<file path="config.mk">
export PLATFORM = sky130hd
export DESIGN_NAME = mvconv_front
export DESIGN_NICKNAME = d
export VERILOG_FILES = /design/src/mvconv_pkg.sv /design/src/mvconv_front.sv
export SDC_FILE = /design/constraint.sdc
export NUM_CORES = 1
export LEC_CHECK = 0
export ABC_AREA = 1
export CAP_MARGIN = 20
export CORE_MARGIN = 4
export CORE_UTILIZATION = 50
export CTS_CLUSTER_DIAMETER = 120
export DETAILED_ROUTE_END_ITERATION = 10
export DONT_BUFFER_PORTS = 1
export HOLD_SLACK_MARGIN = 0.05
export SLEW_MARGIN = 30
export SYNTH_ARGS = -nofsm -noshare
export SYNTH_HDL_FRONTEND = slang
export SYNTH_SLANG_ARGS = --single-unit
</file>
<file path="constraint.sdc">
create_clock -name clk -period 6.6 [get_ports clk]
set_input_delay 0.33 -clock clk [delete_from_list [all_inputs] [get_ports clk]]
set_output_delay 0.33 -clock clk [all_outputs]
set_load 0.03 [all_outputs]
</file>
<file path="src/mvconv_pkg.sv">
// Shared types and constants for the multichannel valid-mode correlator.
`default_nettype none
package mvconv_pkg;
  localparam int CmdW = 2;
  localparam logic [1:0] CMD_WEIGHT = 2'd0;
  localparam logic [1:0] CMD_SAMPLE = 2'd1;
  localparam logic [1:0] CMD_COMPUTE = 2'd2;

  localparam logic [1:0] ST_OK = 2'd0;
  localparam logic [1:0] ST_KERNEL = 2'd1;
  localparam logic [1:0] ST_POS = 2'd2;

  localparam logic [2:0] REG_CHANNELS = 3'd0;
  localparam logic [2:0] REG_IMAGE_ROWS = 3'd1;
  localparam logic [2:0] REG_IMAGE_COLS = 3'd2;
  localparam logic [2:0] REG_KERNEL_ROWS = 3'd3;
  localparam logic [2:0] REG_KERNEL_COLS = 3'd4;
  localparam logic [2:0] REG_BIAS = 3'd5;

  typedef struct packed {
    logic [1:0] command;
    logic [1:0] channel;
    logic [5:0] row;
    logic [5:0] col;
    logic signed [15:0] value;
  } in_item_t;

  typedef struct packed {
    logic signed [47:0] sum;
    logic [1:0] status;
  } out_item_t;

  // Classified compute job handed from the front to the back.
  typedef struct packed {
    logic [1:0] status;
    logic [5:0] row;
    logic [5:0] col;
  } job_t;
endpackage
`default_nettype wire

</file>
<file path="src/mvconv_front.sv">
// Front end: register file, store write decoding and compute classification.
`default_nettype none
module mvconv_front #(
  parameter int MAX_CHANNELS = 4,
  parameter int MAX_IMAGE_DIM = 64,
  parameter int MAX_KERNEL_DIM = 8
) (
  input wire logic clk,
  input wire logic rst,
  input wire logic cfg_valid,
  input wire logic [2:0] cfg_index,
  input wire logic [31:0] cfg_data,
  input wire logic in_push,
  input wire mvconv_pkg::in_item_t in_item,
  input wire logic job_full,
  input wire logic store_busy,
  output logic full,
  output logic job_push,
  output mvconv_pkg::job_t job,
  output logic [4:0] nch,
  output logic [4:0] kr,
  output logic [4:0] kc,
  output logic signed [31:0] bias
);
  logic [2:0] channels;
  logic [6:0] image_rows, image_cols;
  logic [3:0] kernel_rows, kernel_cols;
  logic [10:0] ir, ic;
  logic take;
  logic is_write;

  function automatic logic [10:0] clamp(input logic [6:0] v, input int hi);
    logic [10:0] r;
    begin
      r = {4'd0, v};
      if (v == 7'd0) r = 11'd1;
      else if (int'(v) > hi) r = 11'(hi);
      return r;
    end
  endfunction

  assign nch = 5'(clamp({4'd0, channels}, MAX_CHANNELS));
  assign ir = clamp(image_rows, MAX_IMAGE_DIM);
  assign ic = clamp(image_cols, MAX_IMAGE_DIM);
  assign kr = 5'(clamp({3'd0, kernel_rows}, MAX_KERNEL_DIM));
  assign kc = 5'(clamp({3'd0, kernel_cols}, MAX_KERNEL_DIM));

  // A store write waits until every compute accepted before it has read the stores.
  assign is_write = in_item.command == mvconv_pkg::CMD_WEIGHT
                    || in_item.command == mvconv_pkg::CMD_SAMPLE;
  assign full = job_full || (store_busy && is_write);
  assign take = in_push && !full;
  assign job_push = take && in_item.command == mvconv_pkg::CMD_COMPUTE;

  always_comb begin
    job.row = in_item.row;
    job.col = in_item.col;
    if ({6'd0, kr} > ir || {6'd0, kc} > ic) begin
      job.status = mvconv_pkg::ST_KERNEL;
    end else if ({5'd0, in_item.row} > ir - {6'd0, kr}
                 || {5'd0, in_item.col} > ic - {6'd0, kc}) begin
      job.status = mvconv_pkg::ST_POS;
    end else begin
      job.status = mvconv_pkg::ST_OK;
    end
  end

  always_ff @(posedge clk) begin
    if (rst) begin
      channels <= 3'd1;
      image_rows <= 7'd64;
      image_cols <= 7'd64;
      kernel_rows <= 4'd3;
      kernel_cols <= 4'd3;
      bias <= '0;
    end else if (cfg_valid) begin
      case (cfg_index)
        mvconv_pkg::REG_CHANNELS: channels <= cfg_data[2:0];
        mvconv_pkg::REG_IMAGE_ROWS: image_rows <= cfg_data[6:0];
        mvconv_pkg::REG_IMAGE_COLS: image_cols <= cfg_data[6:0];
        mvconv_pkg::REG_KERNEL_ROWS: kernel_rows <= cfg_data[3:0];
        mvconv_pkg::REG_KERNEL_COLS: kernel_cols <= cfg_data[3:0];
        mvconv_pkg::REG_BIAS: bias <= cfg_data;
        default: ;
      endcase
    end
  end
endmodule
`default_nettype wire

</file>
==> results.tsv <==
metric	value	unit
status	completed	
maxSlewViolCount	0	
syn_to_final_growth	3.497	%
place_congestion	0.7393	
die_height	85.53	um
root_buffer	clkbuf_8	
clock_path_buffers	2	
met2_usage	28.18	%
hold_violations	0	
num_rows	27	
synthDistinctLibCells	27	
firstDrtPassIters	4	
crit_path_max_fanout	5	
hp-class	in2reg	
cpMaxStageDelayCell	nor2_1	
skew	0	ps
syn_area	3005	um2
finalWorstSetupSlack	2751	ps
synth.ff_latch_count	57	
cp-end-kind	output pin	
route.detailed.drc	0	
wl_per_cell	12.80	um
maxCapViolCount	0	
power_leakage	0.001500	uW
critical_path_class	reg2out	
critPathMaxStageDelay	560	ps
pre_cts_slack	3049	ps
grt_pass1_wl	10560	um
path_cells	nor2_1, ha_1, inv_1, fa_1, nand2_1, nand2_1, a21oi_1, xor2_1, ha_1, nand3_1, nor3b_1, nor2_1, nand3_1, a21oi_2	
post_cts.repair.setup_buffers	0	
grt_pass1_vias	2381	
cp_num_buf_inv	1	
ys_seq_area_share	37.97	%
vias_per_cell	5.021	
grt-ovfl-total	0	
die_w	85.53	um
timing.final.crit_period	3849	ps
clock_latency	320	ps
coreArea	5675	um2
diodes	0	
met1_usage	22.06	%
fin_crit_sh	58.32	%
cts_buffers	9	
setup-violations-final	0	
final_nets	503	
die-area	7315	um2
maxSlewHeadroom	56.38	%
worst-endpoint-arrival	3520	ps
num_io_pins	136	
rsz0062_at_grt	no	
cts_resized	0	
num_vias	2435	
top_usage_layer	met2	
grtUsageTotal	17.87	%
fmax	259.8	MHz
path_delay_family	simple AND/OR/NAND/NOR gates	
dp_hpwl	4703	um
tightest_slew	652.8	ps
power.density	240.1	nW/um2
cts_tree	done	
critPathLaunchType	flip-flop	
worst_ep_required_time	6270	ps
io_buffers	0	
clk_pin_slew	60	ps
yosysWarnings	0	
start_util	52.95	%
use_met3	5.764	%
hold_buffers	0	
ir_worst_vdd	0.1517	mV
grt_max_degree	43	
drive_above_1_share	6.538	%
drt-total-wl	6209	um
fin_tns_setup	0	ps
postSynthCellCount	423	
cts_sinks	57	
ant_nets	0	
drt_iter0_markers	142	
syn_avg_cell_area	7.105	um2
h-tree-depth	3	
antenna_found_initial	0	
Yosys cell counts (all sizes together):
| master | n | share of area (%) |
|---|---|---|
| nor4 | 1 | 0.21 |
| nor3b | 1 | 0.25 |
| a21o | 2 | 0.50 |
| o211ai | 3 | 0.75 |
| a21oi | 28 | 4.9 |
| clkbuf | 8 | 1.0 |
| dfxtp | 57 | 38 |
| or2 | 1 | 0.21 |
| inv | 50 | 6.2 |
| xor2 | 1 | 0.29 |
| o21a | 1 | 0.25 |
| nor2 | 114 | 15 |
| conb | 1 | 0.12 |
| buf | 23 | 5.2 |
| nand2 | 36 | 4.7 |
| ha | 20 | 8.3 |
| nand3 | 14 | 2.3 |
| xnor2 | 6 | 1.7 |
| fa | 2 | 1.3 |
| nor3 | 1 | 0.17 |
| o21ai | 53 | 8.8 |
worst reg2reg max path, cell delays in order, from the launching register on:
cell and delay (ps):
dfxtp_1 570, inv_1 140, a21oi_1 140
worst paths after layout:
| kind | slack, ps | endpoint | from | cells after the start |
|---|---|---|---|---|
| worst min register to register | 460 | kernel_cols[0]$_SDFFE_PP1P_ | kernel_cols[0]$_SDFFE_PP1P_ | 2 |
| worst max register to register | 5680 | kernel_cols[3]$_SDFFE_PP0P_ | kernel_cols[3]$_SDFFE_PP0P_ | 2 |
| worst min-delay path | 100 | kernel_rows[1]$_SDFFE_PP1P_ | rst | 2 |
| worst max-delay path | 2750 | job[13] | kernel_cols[3]$_SDFFE_PP0P_ | 14 |
routing by layer:
metal	vias to the layer above	share of wire, %
li1	1291	-
met1	1054	44
met2	80	46
met3	10	8.5
met4	0	1.7
met5	-	0
stage by stage:
step | utilization (%) | hold WS, ps | area [um2] | total power, uW | cells
2_1_floorplan | - | 429.6 | 3017 | 475.8 | 426
3_3_place_gp | 51.74 | 443.6 | 2937 | 473.3 | 469
3_5_place_dp | 51.74 | 439.6 | 2937 | 475.6 | 469
4_1_cts | 54.81 | 94.13 | 3110 | 756.6 | 485
5_1_grt | 54.81 | 100.5 | 3110 | 790.1 | 485
6_report | 54.81 | 103.7 | 3110 | 746.8 | 485
power by group:
| group | internal (uW) | switching [uW] |
|---|---|---|
| Sequential | 356 | 22.7 |
| Clock | 155 | 126 |
| Combinational | 29.0 | 58.3 |
| Total | 540 | 207 |
state kept, by name (all words and copies together) (netlist names):
name	flops
bias	32
image_cols	7
image_rows	7
kernel_cols	4
kernel_rows	4
channels	3
layout make-up:
| type | count | area (um2) |
|---|---|---|
| timing repair buffer | 2 | 15.01 |
| tap | 72 | 90.09 |
| clock buffer | 13 | 158.9 |
| clock inverter | 3 | 15.01 |
| multi-input combinational | 288 | 1503 |
| sequential | 57 | 1141 |
| inverter | 50 | 187.7 |
| fill | 584 | 2565 |
logic make-up after synthesis:
group | after synthesis | synth area share [%]
AND/OR/NAND/NOR | 168 | 22.56
AO/OA/AOI/OAI | 87 | 15.24
buffers and inverters | 81 | 12.41
flip-flops | 57 | 37.97
adder cells (fa/ha/maj) | 22 | 9.659
XOR/XNOR | 7 | 2.040
other | 1 | 0.1248
cell usage in the layout (no fill, tap or decap), drive strengths merged:
| cell type | n |
|---|---|
| xnor2 | 6 |
| clkbuf | 13 |
| clkinv | 3 |
| nor3b | 1 |
| ha | 20 |
| nor3 | 1 |
| o21a | 1 |
| nor2 | 114 |
| conb | 4 |
| dfxtp | 57 |
| a21o | 2 |
| or2 | 1 |
| inv | 50 |
| nor4 | 1 |
| a21oi | 28 |
| xor2 | 1 |
| fa | 2 |
| nand2 | 36 |
| o21ai | 53 |
| nand3 | 14 |
| buf | 2 |
| o211ai | 3 |
(Power assumes the default switching activity.)
