--- src/mvconv_pkg.sv ---
// Shared types and constants for the multichannel valid-mode correlator.
`default_nettype none
package mvconv_pkg;
  localparam int CmdW = 2;
  localparam logic [1:0] CMD_WEIGHT = 2'd0;
  localparam logic [1:0] CMD_SAMPLE = 2'd1;
  localparam logic [1:0] CMD_COMPUTE = 2'd2;

  localparam logic [1:0] ST_OK = 2'd0;
  localparam logic [1:0] ST_KERNEL = 2'd1;
  localparam logic [1:0] ST_POS = 2'd2;

  localparam logic [2:0] REG_CHANNELS = 3'd0;
  localparam logic [2:0] REG_IMAGE_ROWS = 3'd1;
  localparam logic [2:0] REG_IMAGE_COLS = 3'd2;
  localparam logic [2:0] REG_KERNEL_ROWS = 3'd3;
  localparam logic [2:0] REG_KERNEL_COLS = 3'd4;
  localparam logic [2:0] REG_BIAS = 3'd5;

  typedef struct packed {
    logic [1:0] command;
    logic [1:0] channel;
    logic [5:0] row;
    logic [5:0] col;
    logic signed [15:0] value;
  } in_item_t;

  typedef struct packed {
    logic signed [47:0] sum;
    logic [1:0] status;
  } out_item_t;

  // Classified compute job handed from the front to the back.
  typedef struct packed {
    logic [1:0] status;
    logic [5:0] row;
    logic [5:0] col;
  } job_t;
endpackage
`default_nettype wire

--- src/mvconv_jobq.sv ---
// Two-entry queue of compute jobs between front and back.
`default_nettype none
module mvconv_jobq (
  input wire logic clk,
  input wire logic rst,
  input wire logic push,
  input wire mvconv_pkg::job_t din,
  output logic full,
  output logic valid,
  output mvconv_pkg::job_t dout,
  input wire logic pop
);
  mvconv_pkg::job_t q [2];
  logic rp, wp;
  logic [1:0] cnt;

  assign full = cnt == 2'd2;
  assign valid = cnt != 2'd0;
  assign dout = q[rp];

  always_ff @(posedge clk) begin
    if (push) q[wp] <= din;
    if (rst) begin
      rp <= 1'b0;
      wp <= 1'b0;
      cnt <= '0;
    end else begin
      if (push) wp <= !wp;
      if (pop) rp <= !rp;
      cnt <= cnt + 2'(push) - 2'(pop);
    end
  end
endmodule
`default_nettype wire

--- config.mk ---
export PLATFORM = sky130hd
export DESIGN_NAME = mvconv_jobq
export DESIGN_NICKNAME = d
export VERILOG_FILES = /design/src/mvconv_pkg.sv /design/src/mvconv_jobq.sv
export SDC_FILE = /design/constraint.sdc
export NUM_CORES = 1
export LEC_CHECK = 0
export ABC_AREA = 1
export BUFFER_PORTS_ARGS = -buffer_cell sky130_fd_sc_hd__clkbuf_2
export CORE_ASPECT_RATIO = 1.75
export CORE_UTILIZATION = 25
export CTS_BUF_LIST = sky130_fd_sc_hd__clkbuf_4 sky130_fd_sc_hd__clkbuf_8
export DETAILED_ROUTE_END_ITERATION = 8
export HOLD_SLACK_MARGIN = 0.06
export PLACE_DENSITY = 0.48
export SETUP_SLACK_MARGIN = 0.3
export SLEW_MARGIN = 10
export SYNTH_ARGS = -nofsm -noshare
export SYNTH_HDL_FRONTEND = slang
export SYNTH_SLANG_ARGS = --single-unit
--- constraint.sdc ---
create_clock -name clk -period 1.8 [get_ports clk]
set_input_delay 0 -clock clk [delete_from_list [all_inputs] [get_ports clk]]
set_output_delay 0 -clock clk [all_outputs]
set_load 0.02 [all_outputs]
==> impl_metrics.env, run 1 <==
export IMPL_p_switching_uw=403
export IMPL_final_min_clock_period_ns=1.36
export IMPL_avgSynthCellArea_sq_um=16.7
export IMPL_dieArea_sq_mm=0.00523
export IMPL_wl_per_cell_um=11.6
export IMPL_synth_most_common_cell="edfxtp_1"
export IMPL_path_delay_family="flip-flops"
export IMPL_fmax_mhz=736
export IMPL_cp_slowest_stage_delay_ns=0.53
export IMPL_sw_frac_of_total_pct=21.5
export IMPL_critPathMaxFanout=14
export IMPL_clock_root_buffer="clkbuf_8"
export IMPL_clk_pin_slew_worst_paths_ns=0.06
export IMPL_crit_slowest_cell="dfxtp_2"
export IMPL_die_y_um=94.9
export IMPL_report_final_hold_viol_count=0
export IMPL_async_flop_share_pct=0
export IMPL_setup_viol=0
export IMPL_fillers=474
export IMPL_antenna_cells=0
export IMPL_drt_wl_total_um=2150
export IMPL_synth_ff_type="edfxtp_1"
export IMPL_finalCritPeriodShare_pct=75.5
export IMPL_antenna_left=0
export IMPL_cts_tree="done"
export IMPL_dp_hpwl_um=1480
export IMPL_intPower_mw=1.47
export IMPL_fin_tns_setup_ns=0
export IMPL_grt_ovfl_total=0
export IMPL_clk_latency_ns=0.28
export IMPL_cts_sinks=33
export IMPL_placed_area_sq_mm=0.00146
export IMPL_grt_usage_pct=9.63
export IMPL_wl_met1_um=796
export IMPL_num_vias=753
export IMPL_slew_violations=0
export IMPL_drive_gt1_share_pct=42.9
export IMPL_maxCapViolCount=0
export IMPL_synth_seq_cells=33
export IMPL_hold_path_class="input pin to flip-flop"
export IMPL_synthToLayoutAreaGrowth_pct=42.8
export IMPL_status="completed"
export IMPL_synth_top_cell_by_area="edfxtp_1"
export IMPL_via_per_inst=4.07
export IMPL_met3_wirelength_um=127
export IMPL_cp_num_buf_inv=1
export IMPL_final_area_sq_mm=0.00176
export IMPL_num_rows=33
export IMPL_crit_type="flip-flop to output port"
export IMPL_clkPwrFrac_pct=37.9
export IMPL_dr_pass1_iters=3
export IMPL_gp_congestion=0.548
export IMPL_start_kind="flip-flop"
export IMPL_yosys_top_cells_count="edfxtp_1 (28), mux2_2 (14), inv_1 (8)"
export IMPL_clock_path_buffers=2
export IMPL_finClkSkew_ns=0.00509
export IMPL_drcViolationCount=0
export IMPL_post_cts_buffers=0
export IMPL_fin_nets=152
export IMPL_synth_area_leaders="edfxtp_1 (68%), mux2_2 (13%), dfxtp_1 (8.1%)"
export IMPL_power_frac_seq_pct=48.4
export IMPL_grt_max_degree=16
export IMPL_path_cells="mux2_2, clkbuf_2"
export IMPL_required_ns=1.80
export IMPL_relSlewSlack_pct=60.2
export IMPL_top_layer="met4"
export IMPL_wl_met2_um=1170
export IMPL_cts_buffers=5
export IMPL_synth_warnings=0
export IMPL_cp_end_kind="output port"
export IMPL_grt_pass1_wl_um=3320
export IMPL_netlist_instances=74
export IMPL_synth_top_cell_area_share_pct=68.2
export IMPL_drt_initial_drc_count=13
export IMPL_grt_pass1_vias=770
export IMPL_ir_drop_uv=999
export IMPL_port_buffers=33
export IMPL_core_area_sq_mm=0.00471
export IMPL_rsz0062_at_grt="no"
export IMPL_antenna_found_initial=0
export IMPL_register_area_sq_um=942
export IMPL_p_comb_share_pct=13.8
export IMPL_multi_input_area_sq_um=251
export IMPL_leakage_nw=0.728
export IMPL_arrival_ns=1.36
export IMPL_synth_seq_area_share_pct=76.3
export IMPL_synth_cell_type_count=12
export IMPL_die_x_um=55.1
export IMPL_worst_slew_pin_transition_ns=0.596
export IMPL_synthesis_nets=94
export IMPL_h_tree_depth=2
export IMPL_synth_edf_count=28
export IMPL_powerDensity_mw_per_mm2=1060
export IMPL_ioPinCount=34
export IMPL_start_util_pct=26.2
export IMPL_synth_area_sq_mm=0.00123
worst paths after layout:
kind,depth (start not counted),end,slack [ns],from
max reg2reg,2,q[0][0],0.55,wp
min reg2reg,2,wp,0.51,wp
min,2,q[1][2],0.45,din[2]
max,2,dout[3],0.44,flip-flop
through the flow:
step / power (mW) / hold WS (ns) / setup WS (ns) / instances / util, %
after floorplan: 1.07 / 0.0712 / 0.480 / 74 / -
after global placement: 1.14 / 0.192 / 0.490 / 159 / 31.0
after detailed placement: 1.15 / 0.195 / 0.482 / 159 / 31.0
after CTS: 1.90 / 0.441 / 0.395 / 185 / 37.4
after global routing: 1.96 / 0.452 / 0.366 / 185 / 37.4
final: 1.87 / 0.450 / 0.441 / 185 / 37.4
routing by layer:
| layer | vias to the layer above | GRT usage (%) |
|---|---|---|
| met1 | 346 | 9.11 |
| met4 | 0 | 6.25 |
| li1 | 376 | - |
| met5 | - | 0 |
| met2 | 25 | 16.2 |
| met3 | 6 | 3.86 |
cells in the final DEF (no fill, tap or decap):
master         instances
bufinv_16              1
dfxtp_1                4
clkbuf_8               6
clkbuf_2              33
xnor2_1                1
nand3_1                1
ha_1                   2
nor2_1                 7
nor3_1                 1
mux2_2                14
clkbuf_4               1
edfxtp_1              28
dlygate4sd3_1         18
nand2_1                5
buf_4                  1
a21oi_1                1
dfxtp_2                1
inv_1                  8
kinds of logic (layout without fill, tap and decap cells):
family	after synthesis	count (layout)	share of synthesized area (%)
AO/OA/AOI/OAI	1	1	0.405
XOR/XNOR	1	1	0.710
adder cells (fa/ha/maj)	2	2	2.03
buffers and inverters	9	68	3.35
flip-flops	33	33	76.3
multiplexers	14	14	12.8
AND/OR/NAND/NOR	14	14	4.46
worst register-to-register path: stages, from the launching register on:
cell and delay, ns:
dfxtp_1 0.32, nor2_1 0.35, buf_4 0.28
timing repair:
| item | in CTS | in global routing |
|---|---|---|
| hold endpoints to repair | 32 | 0 |
| setup endpoints to repair | 14 | 0 |
| gates resized for setup | 1 | 0 |
| hold buffers | 18 | 0 |
flip-flops by register name (all words and copies together), names as in the netlist, named ones only:
register  flops
rp            1
cnt           2
wp            1
q            28
power groups by stage:
stage                     combinational [mW]  clock (mW)  sequential (mW)
final                                  0.257       0.708            0.905
after CTS                              0.263       0.730            0.906
after detailed placement               0.230           0            0.922
after global routing                   0.282       0.770            0.910
after floorplan                        0.156           0            0.909
after global placement                 0.222           0            0.920
layout make-up:
type,instances,area share [%]
sequential,33,53.5
timing repair buffer,52,20.0
multi-input combinational,32,14.3
clock buffer,7,5.11
tap,52,3.69
clock inverter,1,1.70
inverter,8,1.70
No activity file was read; power rests on OpenSTA's default activity.
==> run 2, diff against run 1 <==
Settings changed: PLACE_DENSITY 0.48 to 0.5.
Clock period 1.8 ns to 1.1 ns, I/O delays scaled along.
==> impl_metrics.env, run 2 (same netlist as run 1, synthesis figures left out) <==
export IMPL_cts_tree="done"
export IMPL_report_final_hold_viol_count=0
export IMPL_final_area_sq_mm=0.00218
export IMPL_gp_congestion=0.604
export IMPL_die_x_um=55.1
export IMPL_antenna_cells=0
export IMPL_clk_latency_ns=0.27
export IMPL_finClkSkew_ns=0.00111
export IMPL_clock_root_buffer="clkbuf_8"
export IMPL_num_vias=825
export IMPL_grt_pass1_vias=802
export IMPL_whs_ns=0.171
export IMPL_crit_type="flip-flop to output port"
export IMPL_fin_nets=166
export IMPL_clock_path_buffers=2
export IMPL_ir_drop_uv=711
export IMPL_core_area_sq_mm=0.00471
export IMPL_critPathMaxFanout=7
export IMPL_drt_wl_total_um=2400
export IMPL_mostFrequentLayoutCell="edfxtp_1"
export IMPL_arrival_ns=1.25
export IMPL_dr_pass1_iters=3
export IMPL_placed_area_sq_mm=0.00158
export IMPL_fin_tns_setup_ns=-2.23
export IMPL_fmax_mhz=801
export IMPL_port_buffers=33
export IMPL_multi_input_area_sq_um=362
export IMPL_largestRegisters="q x28, cnt x2"
export IMPL_cts_buffers=5
export IMPL_drive_gt1_share_pct=61.2
export IMPL_dieArea_sq_mm=0.00523
export IMPL_grt_pass1_wl_um=3540
export IMPL_largest_register="q"
export IMPL_setup_viol=28
export IMPL_worst_slew_pin_transition_ns=0.170
export IMPL_cts_sinks=33
export IMPL_h_tree_depth=2
export IMPL_drt_initial_drc_count=7
export IMPL_violations="setup timing"
export IMPL_place_ws_ns=0.0262
export IMPL_maxCapViolCount=0
export IMPL_finalCoreUtilization_pct=46.4
export IMPL_setup_ws_ns=-0.148
export IMPL_drcViolationCount=0
export IMPL_num_rows=33
export IMPL_dp_hpwl_um=1490
export IMPL_grt_max_degree=11
export IMPL_fillers=435
export IMPL_leakage_nw=0.905
export IMPL_required_ns=1.10
export IMPL_rsz0062_at_grt="yes"
export IMPL_final_min_clock_period_ns=1.25
export IMPL_wl_per_cell_um=12.1
export IMPL_relSlewSlack_pct=88.6
export IMPL_ioPinCount=34
export IMPL_synthToLayoutAreaGrowth_pct=77.0
export IMPL_die_y_um=94.9
export IMPL_largest_reg_flops=28
export IMPL_grt_ovfl_total=0
export IMPL_via_per_inst=4.15
export IMPL_slew_violations=0
export IMPL_antenna_left=0
export IMPL_hold_path_class="input pin to flip-flop"
export IMPL_antenna_found_initial=0
export IMPL_finalCritPeriodShare_pct=113
export IMPL_grt_usage_pct=10.2
export IMPL_register_area_sq_um=951
export IMPL_cp_end_kind="output port"
export IMPL_layout_common_cells="edfxtp_1 (28), clkbuf_2 (18), dlygate4sd3_1 (17), buf_6 (17), mux2_4 (13)"
export IMPL_start_kind="flip-flop"
export IMPL_powerDensity_mw_per_mm2=1420
export IMPL_start_util_pct=26.2
export IMPL_status="finished with violations"
export IMPL_clk_pin_slew_worst_paths_ns=0.06
[run 2: changes by cell type in the layout (fill, tap and decap cells not counted), sizes merged]
| cell | delta |
|---|---|
| clkinv | +2 |
| dlygate4sd3 | -1 |
| inv | -1 |
| clkinvlp | +1 |
| clkbuf | -13 |
| buf | +27 |
| bufinv | -1 |
[run 2: final timing paths]
| kind | from | endpoint | slack [ns] | cells after the start |
|---|---|---|---|---|
| max | flip-flop | dout[10] | -0.15 | 3 |
| max reg2reg | wp | q[0][0] | -0.03 | 4 |
| min reg2reg | rp | flip-flop | 0.52 | 2 |
| min | push | cnt[0] | 0.17 | 4 |
[run 2: routing by layer]
metal | GRT usage [%] | vias up | part of all wire [%]
li1 | - | 406 | -
met1 | 8.90 | 387 | 32
met2 | 18.8 | 27 | 61
met3 | 3.38 | 5 | 4.3
met4 | 5.63 | 0 | 2.2
met5 | 0 | - | 0
[run 2: what timing repair did]
| action | 4_1_cts | 5_1_grt |
|---|---|---|
| endpoints found under the setup margin | 46 | 47 |
| pin swaps | 2 | 2 |
| setup buffers | 10 | 2 |
| gates cloned | 2 | 0 |
| gates resized for setup | 23 | 39 |
| hold buffers | 17 | 0 |
| hold endpoints to repair | 33 | 0 |
[run 2: final cells by class]
type / instances / area share, %
multi-input combinational: 32 / 16.6
tap: 52 / 2.98
sequential: 33 / 43.6
clock inverter: 2 / 0.458
timing repair buffer: 66 / 31.4
inverter: 8 / 1.55
clock buffer: 6 / 3.50
[run 2: worst max-delay path: stages, from the launching register on]
cell and delay, ns:
dfxtp_4 0.40, buf_12 0.14, mux2_4 0.30, buf_6 0.13
[run 2: power by group]
part           switching (mW)  total [mW]  internal, mW
combinational           0.306       0.752         0.446
sequential             0.0373        1.48          1.44
clock                   0.397       0.859         0.462
total                   0.740        3.09          2.35
[run 2: metrics by stage]
step	total power [mW]	instances
floorplan	1.82	74
global placement	1.95	160
detailed placement	1.97	160
CTS	3.04	197
global route	3.25	199
finish	3.09	199
